File: config.mk
export PLATFORM = sky130hd
export DESIGN_NAME = row_bitmap_to_page_columns
export DESIGN_NICKNAME = d
export VERILOG_FILES = /design/src/rtl/rbpc_pkg.sv /design/src/rtl/rbpc_ram.sv /design/src/rtl/rbpc_ctrl.sv /design/src/rtl/rbpc_datapath.sv /design/src/rtl/row_bitmap_to_page_columns.sv
export SDC_FILE = /design/constraint.sdc
export NUM_CORES = 1
export LEC_CHECK = 0
export BUFFER_PORTS_ARGS = -buffer_cell sky130_fd_sc_hd__buf_2
export CORE_MARGIN = 8
export CORE_UTILIZATION = 61
export CTS_BUF_LIST = sky130_fd_sc_hd__clkbuf_4 sky130_fd_sc_hd__clkbuf_8
export DETAILED_ROUTE_END_ITERATION = 12
export PLACE_DENSITY = 0.79
export SYNTH_ARGS = -nofsm -noshare
export SYNTH_HDL_FRONTEND = slang
export SYNTH_SLANG_ARGS = --single-unit
export TNS_END_PERCENT = 5
File: constraint.sdc
create_clock -name clock -period 5 [get_ports clock]
set_input_delay 1 -clock clock [delete_from_list [all_inputs] [get_ports clock]]
set_output_delay 1 -clock clock [all_outputs]
set_load 0.1 [all_outputs]
File: src/rtl/rbpc_pkg.sv
`timescale 1ns / 1ps
`default_nettype none

package rbpc_pkg;

   // default sizes of the line store and the image
   localparam int MAX_ROW_BYTES_DEF = 8;
   localparam int MAX_ROWS_DEF      = 64;
   // rows in one display page
   localparam int PAGE_ROWS         = 8;

   // register indexes on the csr port
   typedef enum logic [1:0] {
      REG_IMAGE_WIDTH  = 2'd0,
      REG_IMAGE_HEIGHT = 2'd1,
      REG_FIRST_PAGE   = 2'd2,
      REG_FIRST_COLUMN = 2'd3
   } reg_index_type;

   // reset values of the registers
   localparam logic [6:0] IMAGE_WIDTH_RESET  = 7'd64;
   localparam logic [6:0] IMAGE_HEIGHT_RESET = 7'd64;
   localparam logic [7:0] FIRST_PAGE_RESET   = 8'd0;
   localparam logic [7:0] FIRST_COLUMN_RESET = 8'd0;

   // controller to datapath
   typedef struct packed {
      logic step;   // input transfer: store byte, advance counters
      logic rd;     // read one byte column of the line store
      logic emit;   // load the next column byte into the output register
   } cmd_type;

   // datapath to controller
   typedef struct packed {
      logic band_end;   // the byte now offered completes a band
      logic out_free;   // output register can take a new column byte
      logic last_bit;   // column within the current byte is the eighth
      logic last_byte;  // current byte column is the last of the row
   } status_type;

endpackage

`default_nettype wire

File: src/rtl/rbpc_ram.sv
`timescale 1ns / 1ps
`default_nettype none

module rbpc_ram #(
   parameter int WIDTH = 8,
   parameter int DEPTH = 8,
   localparam int AW = (DEPTH > 1) ? $clog2(DEPTH) : 1
) (
   input  wire logic             clock,
   input  wire logic             wr_en,
   input  wire logic [AW-1:0]    wr_addr,
   input  wire logic [WIDTH-1:0] wr_data,
   input  wire logic             rd_en,
   input  wire logic [AW-1:0]    rd_addr,
   output logic      [WIDTH-1:0] rd_data
);

   logic [WIDTH-1:0] mem_ff [DEPTH];
   logic [WIDTH-1:0] rd_data_ff;

   always_ff @(posedge clock) begin
      if (wr_en) begin
         mem_ff[wr_addr] <= wr_data;
      end
      if (rd_en) begin
         rd_data_ff <= mem_ff[rd_addr];
      end
   end

   assign rd_data = rd_data_ff;

endmodule

`default_nettype wire

File: src/rtl/rbpc_ctrl.sv
`timescale 1ns / 1ps
`default_nettype none

module rbpc_ctrl (
   input  wire logic                clock,
   input  wire logic                reset,
   input  wire logic                req_valid,
   output logic                     req_stall,
   input  wire rbpc_pkg::status_type status,
   output rbpc_pkg::cmd_type        cmd
);

   typedef enum logic [1:0] {
      ST_IDLE,
      ST_READ,
      ST_EMIT
   } state_type;

   state_type state_ff, state_in;
   logic      stall_ff, stall_in;

   always_comb begin
      state_in = state_ff;
      cmd      = '0;
      case (state_ff)
         ST_IDLE: begin
            cmd.step = req_valid;
            if (req_valid && status.band_end) begin
               state_in = ST_READ;
            end
         end
         ST_READ: begin
            cmd.rd   = 1'b1;
            state_in = ST_EMIT;
         end
         ST_EMIT: begin
            if (status.out_free) begin
               cmd.emit = 1'b1;
               if (status.last_bit) begin
                  state_in = status.last_byte ? ST_IDLE : ST_READ;
               end
            end
         end
         default: begin
            state_in = ST_IDLE;
         end
      endcase
      stall_in = (state_in != ST_IDLE);
   end

   always_ff @(posedge clock) begin
      if (reset) begin
         state_ff <= ST_IDLE;
         stall_ff <= 1'b0;
      end else begin
         state_ff <= state_in;
         stall_ff <= stall_in;
      end
   end

   assign req_stall = stall_ff;

   // a line store read is always followed by a cycle that may emit
   a_read_then_emit: assert property (@(posedge clock) disable iff (reset)
      cmd.rd |=> (state_ff == ST_EMIT))
      else $error("read not followed by emit state");

endmodule

`default_nettype wire

File: src/rtl/rbpc_datapath.sv
`timescale 1ns / 1ps
`default_nettype none

module rbpc_datapath #(
   parameter int MAX_ROW_BYTES = rbpc_pkg::MAX_ROW_BYTES_DEF,
   parameter int MAX_ROWS      = rbpc_pkg::MAX_ROWS_DEF
) (
   input  wire logic                 clock,
   input  wire logic                 reset,
   input  wire rbpc_pkg::cmd_type    cmd,
   output rbpc_pkg::status_type      status,
   input  wire logic [6:0]           image_width,
   input  wire logic [6:0]           image_height,
   input  wire logic [7:0]           first_page,
   input  wire logic [7:0]           first_column,
   input  wire logic [7:0]           req_pixel_byte,
   output logic                      rsp_valid,
   input  wire logic                 rsp_stall,
   output logic [7:0]                rsp_column_byte,
   output logic [7:0]                rsp_page_address,
   output logic [7:0]                rsp_column_address,
   output logic                      rsp_cursor_error,
   output logic                      rsp_last_of_page,
   output logic                      rsp_last_of_image
);

   localparam int AW = (MAX_ROW_BYTES > 1) ? $clog2(MAX_ROW_BYTES) : 1;
   localparam logic [6:0] MAX_W = 7'(MAX_ROW_BYTES * 8);
   localparam logic [6:0] MAX_H = 7'(MAX_ROWS);
   localparam int PR = rbpc_pkg::PAGE_ROWS;

   // row counters
   logic [2:0] byte_in_row_ff, byte_in_row_in;
   logic [6:0] row_count_ff, row_count_in;

   // band being sent
   logic [3:0]    burst_h_ff;
   logic [3:0]    burst_nbytes_ff;
   logic [7:0]    burst_page_ff;
   logic          burst_last_row_ff;
   logic [AW-1:0] col_byte_ff;
   logic [2:0]    col_bit_ff;

   // output register
   logic       rsp_valid_ff;
   logic [7:0] column_byte_ff, page_address_ff, column_address_ff;
   logic       cursor_error_ff, last_of_page_ff, last_of_image_ff;

   logic [6:0] width_c, height_c;
   logic [7:0] width_sum;
   logic [3:0] nbytes;
   logic       row_done, last_row, band_end;
   logic [7:0] page_now;
   logic [7:0] row_data [PR];
   logic [7:0] column_value;

   // clamp configuration to the supported range
   always_comb begin
      width_c   = (image_width == 7'd0) ? 7'd1 :
                  (image_width > MAX_W) ? MAX_W : image_width;
      height_c  = (image_height == 7'd0) ? 7'd1 :
                  (image_height > MAX_H) ? MAX_H : image_height;
      width_sum = {1'b0, width_c} + 8'd7;
      nbytes    = width_sum[6:3];
      row_done  = !(({1'b0, byte_in_row_ff} + 4'd1) < nbytes);
      last_row  = (({1'b0, row_count_ff} + 8'd1) >= {1'b0, height_c});
      band_end  = row_done && (last_row || (row_count_ff[2:0] == 3'(PR - 1)));
      page_now  = first_page + {4'd0, row_count_ff[6:3]};
   end

   always_comb begin
      byte_in_row_in = byte_in_row_ff;
      row_count_in   = row_count_ff;
      if (cmd.step) begin
         if (!row_done) begin
            byte_in_row_in = byte_in_row_ff + 3'd1;
         end else begin
            byte_in_row_in = 3'd0;
            row_count_in   = (band_end && last_row) ? 7'd0 : row_count_ff + 7'd1;
         end
      end
   end

   // one line store lane per band row, all read at the same byte column
   for (genvar r = 0; r < PR; r++) begin : g_lane
      rbpc_ram #(
         .WIDTH (8),
         .DEPTH (MAX_ROW_BYTES)
      ) u_lane (
         .clock   (clock),
         .wr_en   (cmd.step && (row_count_ff[2:0] == 3'(r))),
         .wr_addr (byte_in_row_ff[AW-1:0]),
         .wr_data (req_pixel_byte),
         .rd_en   (cmd.rd),
         .rd_addr (col_byte_ff),
         .rd_data (row_data[r])
      );
   end

   // gather one pixel column, rows past the band height read as zero
   always_comb begin
      for (int r = 0; r < PR; r++) begin
         column_value[r] = row_data[r][3'd7 - col_bit_ff] && (4'(r) < burst_h_ff);
      end
   end

   always_ff @(posedge clock) begin
      if (reset) begin
         byte_in_row_ff <= 3'd0;
         row_count_ff   <= 7'd0;
         rsp_valid_ff   <= 1'b0;
      end else begin
         byte_in_row_ff <= byte_in_row_in;
         row_count_ff   <= row_count_in;
         if (cmd.emit) begin
            rsp_valid_ff <= 1'b1;
         end else if (!rsp_stall) begin
            rsp_valid_ff <= 1'b0;
         end
      end
   end

   always_ff @(posedge clock) begin
      if (cmd.step && band_end) begin
         burst_h_ff        <= {1'b0, row_count_ff[2:0]} + 4'd1;
         burst_nbytes_ff   <= nbytes;
         burst_page_ff     <= page_now;
         burst_last_row_ff <= last_row;
         col_byte_ff       <= '0;
         col_bit_ff        <= 3'd0;
      end
      if (cmd.emit) begin
         col_bit_ff        <= col_bit_ff + 3'd1;
         if (status.last_bit) begin
            col_byte_ff    <= col_byte_ff + AW'(1);
         end
         column_byte_ff    <= column_value;
         page_address_ff   <= burst_page_ff;
         column_address_ff <= first_column + 8'({col_byte_ff, col_bit_ff});
         cursor_error_ff   <= (burst_page_ff > 8'd7) || first_column[7];
         last_of_page_ff   <= status.last_bit && status.last_byte;
         last_of_image_ff  <= status.last_bit && status.last_byte && burst_last_row_ff;
      end
   end

   assign status.band_end  = band_end;
   assign status.out_free  = !rsp_valid_ff || !rsp_stall;
   assign status.last_bit  = (col_bit_ff == 3'd7);
   assign status.last_byte = ((4'(col_byte_ff) + 4'd1) >= burst_nbytes_ff);

   assign rsp_valid          = rsp_valid_ff;
   assign rsp_column_byte    = column_byte_ff;
   assign rsp_page_address   = page_address_ff;
   assign rsp_column_address = column_address_ff;
   assign rsp_cursor_error   = cursor_error_ff;
   assign rsp_last_of_page   = last_of_page_ff;
   assign rsp_last_of_image  = last_of_image_ff;

   a_emit_free: assert property (@(posedge clock) disable iff (reset)
      cmd.emit |-> (!rsp_valid_ff || !rsp_stall))
      else $error("column byte loaded over a stalled result");

   a_step_alone: assert property (@(posedge clock) disable iff (reset)
      cmd.step |-> !(cmd.rd || cmd.emit))
      else $error("input transfer during a burst");

   a_image_end: assert property (@(posedge clock) disable iff (reset)
      (rsp_valid_ff && last_of_image_ff) |-> last_of_page_ff)
      else $error("image end without page end");

endmodule

`default_nettype wire

File: src/rtl/row_bitmap_to_page_columns.sv
`timescale 1ns / 1ps
`default_nettype none

// channel   direction  handshake                      payload
// req_      in         req_valid / req_stall          req_pixel_byte
// rsp_      out        rsp_valid / rsp_stall          column byte, page, column, flags
// csr_      in         csr_psel/penable/pwrite/pready csr_paddr, csr_pwdata, csr_prdata
//
// a pixel byte that does not end a band is taken without raising req_stall
// a byte that ends a band starts a burst of ceil(width/8)*8 column bytes: for every
//   eight columns, one line store read, then eight output loads, each held while the
//   result side stalls; req_stall stays high for the burst
// the line store is eight lanes, one per band row, read one byte column at a time
// reset is synchronous: counters, controller and result valid clear, the line
//   store keeps whatever it held
// rsp_ is registered, so the last column byte may wait while input transfers resume

module row_bitmap_to_page_columns #(
   parameter int MAX_ROW_BYTES = rbpc_pkg::MAX_ROW_BYTES_DEF,
   parameter int MAX_ROWS      = rbpc_pkg::MAX_ROWS_DEF
) (
   input  wire logic        clock,
   input  wire logic        reset,
   // input channel
   input  wire logic        req_valid,
   output logic             req_stall,
   input  wire logic [7:0]  req_pixel_byte,
   // result channel
   output logic             rsp_valid,
   input  wire logic        rsp_stall,
   output logic [7:0]       rsp_column_byte,
   output logic [7:0]       rsp_page_address,
   output logic [7:0]       rsp_column_address,
   output logic             rsp_cursor_error,
   output logic             rsp_last_of_page,
   output logic             rsp_last_of_image,
   // configuration port
   input  wire logic        csr_psel,
   input  wire logic        csr_penable,
   input  wire logic        csr_pwrite,
   input  wire logic [3:0]  csr_paddr,
   input  wire logic [31:0] csr_pwdata,
   output logic [31:0]      csr_prdata,
   output logic             csr_pready
);

   // configuration registers
   logic [6:0] image_width_ff;
   logic [6:0] image_height_ff;
   logic [7:0] first_page_ff;
   logic [7:0] first_column_ff;

   logic [1:0] csr_index;
   logic       csr_write;

   rbpc_pkg::cmd_type    cmd;
   rbpc_pkg::status_type status;

   // registers sit on word addresses, the byte offset is ignored
   assign csr_index  = csr_paddr[3:2];
   assign csr_pready = 1'b1;
   assign csr_write  = csr_psel && csr_penable && csr_pwrite && csr_pready;

   always_ff @(posedge clock) begin
      if (reset) begin
         image_width_ff  <= rbpc_pkg::IMAGE_WIDTH_RESET;
         image_height_ff <= rbpc_pkg::IMAGE_HEIGHT_RESET;
         first_page_ff   <= rbpc_pkg::FIRST_PAGE_RESET;
         first_column_ff <= rbpc_pkg::FIRST_COLUMN_RESET;
      end else if (csr_write) begin
         case (csr_index)
            rbpc_pkg::REG_IMAGE_WIDTH:  image_width_ff  <= csr_pwdata[6:0];
            rbpc_pkg::REG_IMAGE_HEIGHT: image_height_ff <= csr_pwdata[6:0];
            rbpc_pkg::REG_FIRST_PAGE:   first_page_ff   <= csr_pwdata[7:0];
            rbpc_pkg::REG_FIRST_COLUMN: first_column_ff <= csr_pwdata[7:0];
            default: begin
            end
         endcase
      end
   end

   // read back, zero above each register's width
   always_comb begin
      case (csr_index)
         rbpc_pkg::REG_IMAGE_WIDTH:  csr_prdata = {25'd0, image_width_ff};
         rbpc_pkg::REG_IMAGE_HEIGHT: csr_prdata = {25'd0, image_height_ff};
         rbpc_pkg::REG_FIRST_PAGE:   csr_prdata = {24'd0, first_page_ff};
         rbpc_pkg::REG_FIRST_COLUMN: csr_prdata = {24'd0, first_column_ff};
         default:                    csr_prdata = 32'd0;
      endcase
   end

   // sequencer: idle taking transfers, then read / emit until the band is out
   rbpc_ctrl u_ctrl (
      .clock     (clock),
      .reset     (reset),
      .req_valid (req_valid),
      .req_stall (req_stall),
      .status    (status),
      .cmd       (cmd)
   );

   // counters, line store, column gather and the output register
   rbpc_datapath #(
      .MAX_ROW_BYTES (MAX_ROW_BYTES),
      .MAX_ROWS      (MAX_ROWS)
   ) u_datapath (
      .clock              (clock),
      .reset              (reset),
      .cmd                (cmd),
      .status             (status),
      .image_width        (image_width_ff),
      .image_height       (image_height_ff),
      .first_page         (first_page_ff),
      .first_column       (first_column_ff),
      .req_pixel_byte     (req_pixel_byte),
      .rsp_valid          (rsp_valid),
      .rsp_stall          (rsp_stall),
      .rsp_column_byte    (rsp_column_byte),
      .rsp_page_address   (rsp_page_address),
      .rsp_column_address (rsp_column_address),
      .rsp_cursor_error   (rsp_cursor_error),
      .rsp_last_of_page   (rsp_last_of_page),
      .rsp_last_of_image  (rsp_last_of_image)
   );

endmodule

`default_nettype wire
==> impl_metrics.tcl <==
set metrics [dict create \
    avgRoutedWirePerCell_um 23.9 \
    grt_first_pass_wirelength_um 77400 \
    cp_top_family "buffers and inverters" \
    hold_class "flip-flop to flip-flop" \
    crit_chain "buf_2 -> mux4_2 -> buf_2" \
    ctsHoldBuffers 0 \
    cp_slowest_stage_delay_ps 570 \
    synth_cells 1373 \
    yosysTopAreaCell "edfxtp_1" \
    setup_viol 0 \
    yosysWarnings 0 \
    status "completed" \
    fill_cells 2685 \
    tightest_slew_ps 1340 \
    placed_area_um2 27500 \
    layout-drive-gt1-share_pct 29.1 \
    grt_max_degree 107 \
    fp-row-count 76 \
    fp.dieW_um 225 \
    initial_core_util_pct 61.9 \
    cp_common_cell "buf_2" \
    post_cts_resized 0 \
    cts_buffer_depth 3 \
    crit_arrival_ps 2200 \
    critPathKind "primary input to output port" \
    htree_levels 3 \
    core_um2 43200 \
    worstPathMaxFanout 11 \
    antenna_found_initial 0 \
    irDropWorstVdd_mv 0.266 \
    timing.fmax_ghz 0.313 \
    post-place-ws_ps 1780 \
    seq_area_frac_synth_pct 73.5 \
    cts_sinks 670 \
    reg2reg_from "u_datapath.byte_in_row_ff[1]" \
    maxCapViolations 0 \
    yosysTopAreaCellShare_pct 70.0 \
    rsz0062_at_grt "false" \
    numCtsBuffers 101 \
    cts_tree "yes" \
    netlist_top_cells_area "edfxtp_1, mux4_2, dfxtp_1" \
    placedCellCount 1963 \
    ios 113 \
    cts_root_buffer "clkbuf_8" \
    yosysUniqueCellTypes 51 \
    nNetsFinal 1568 \
    slew_viol_final 0 \
    netlist_area_um2 26700 \
    path_clk_slew_ps 60 \
    worst-path-buf-inv 2 \
    post-cts-setup-buffers 0 \
    place.port_buffers 61 \
    synth_area_per_cell_um2 19.5 \
    worstPathRequired_ps 4000 \
    drtIter0Drc 1158 \
    p_leak_nw 9.59 \
    num_vias 12900 \
    tns_ps 0 \
    route.detailed.drc 0 \
    min_period_ps 3200 \
    final_cell_count_no_fill 2134 \
    synthTopCellsByCount "edfxtp_1, mux4_2, nor2_1" \
    ant_nets 0 \
    fin_ws_ps 1800 \
    drt_wl_total_um 51100 \
    post-route-period-util_pct 64.0 \
    dp_hpwl_um 29900 \
    firstDrtPassIters 5 \
    finalClockSkew_ps 33.2 \
    setup.worst_path.end_class "output port" \
    die_area_um2 50800 \
    final_area_um2 29400 \
    crit_path_start "csr_paddr[2]" \
    yosys.cell_count.top_type "edfxtp_1" \
    grt_pass1_vias 13400 \
    synth-edff-count 623 \
    place_congestion 0.781 \
    clock_latency_ps 670 \
    hold_start "u_datapath.burst_page_ff[2]" \
    async_flop_share_pct 0 \
    die_h_um 225 \
    diodes 0 \
    postLayoutCoreUtil_pct 68.1 \
    cp-start-kind "primary input" \
    globalRouteOverflowTotal 0 \
    slew_headroom_pct 10.6 \
    synth_seq_cells 670 \
    p_per_area_nw_per_um2 363 \
    routed_via_density 6.06 \
    area_delta_synth_final_pct 9.97 \
    critPathSlowestCell "mux4_2" \
    ys.flop_type "edfxtp_1" \
    timing.final.hold_violations 0 \
    track_usage_pct 20.4 \
]
-- state kept, by name (all words and copies together) (netlist names), 3 cells and up --
name	cells
u_datapath.burst_page_ff	8
image_width_ff	7
u_datapath.rsp_column_address	8
u_datapath.byte_in_row_ff	3
u_datapath.rsp_column_byte	8
u_datapath.row_count_ff	7
u_datapath.rsp_page_address	8
first_column_ff	8
image_height_ff	7
u_datapath.col_byte_ff	3
u_datapath.burst_nbytes_ff	4
u_datapath.g_lane.u_lane.rd_data	64
first_page_ff	8
u_datapath.g_lane.u_lane.mem_ff	512
u_datapath.col_bit_ff	3
u_datapath.burst_h_ff	4
-- cells by family after synthesis --
group | share of synthesized area [%]
buf+inv | 2.12
flops | 73.5
mux | 16.8
xor+xnor | 0.524
other cells | 0.0281
simple gates | 3.62
compound gates | 1.68
fa+ha+maj | 1.74
-- layout by cell type (no fill, tap or decap), drive strengths merged, types with 4 or more instances in the layout --
cell	n
a211o	4
a21o	7
a21oi	16
and3	6
buf	68
clkbuf	139
clkinv	27
conb	25
dfxtp	47
edfxtp	623
ha	34
inv	34
mux2	64
mux2i	37
mux4	151
nand2	25
nand2b	10
nand3	18
nand4	4
nor2	113
nor2b	9
nor3	7
o21ai	12
o32ai	5
or2	6
or3	8
xnor2	13
-- report_power, final --
| group | leakage, nW | internal, mW | switching (mW) |
|---|---|---|---|
| clock network | 1.01 | 2.25 | 1.96 |
| logic | 2.60 | 0.0681 | 0.241 |
| registers | 5.98 | 6.13 | 0.0154 |
| total | 9.59 | 8.45 | 2.22 |
-- worst paths after layout --
check	slack, ps	end	depth (start not counted)
worst max-delay path	1800	csr_prdata[2]	3
worst min-delay path	430	u_datapath.rsp_page_address[2]	0
worst max register to register	2000	u_datapath.col_bit_ff[2]	8
worst min register to register	430	u_datapath.rsp_page_address[2]	0
-- per-stage QoR --
step	power, mW	hold WS (ps)
detailed placement	6.57	415
CTS	10.7	433
finish	10.7	428
floorplan	6.47	400
global placement	6.56	406
global route	11.0	432
-- metal layers --
layer	part of all wire (%)	GRT usage [%]	vias up
met5	0	0	-
met4	3.4	8.26	0
met3	7.4	3.85	132
met2	50	33.9	555
met1	39	26.5	6584
li1	-	-	5661
-- final cells by class --
class	instances	area (µm²)	share of cell area [%]
inverter	33	124	0.421
sequential	670	19700	66.9
clock inverter	32	179	0.608
multi-input combinational	607	6630	22.5
tap	585	732	2.49
clock buffer	139	1710	5.83
timing repair buffer	68	370	1.26
Note: power is estimated with default switching activity, not from simulation.
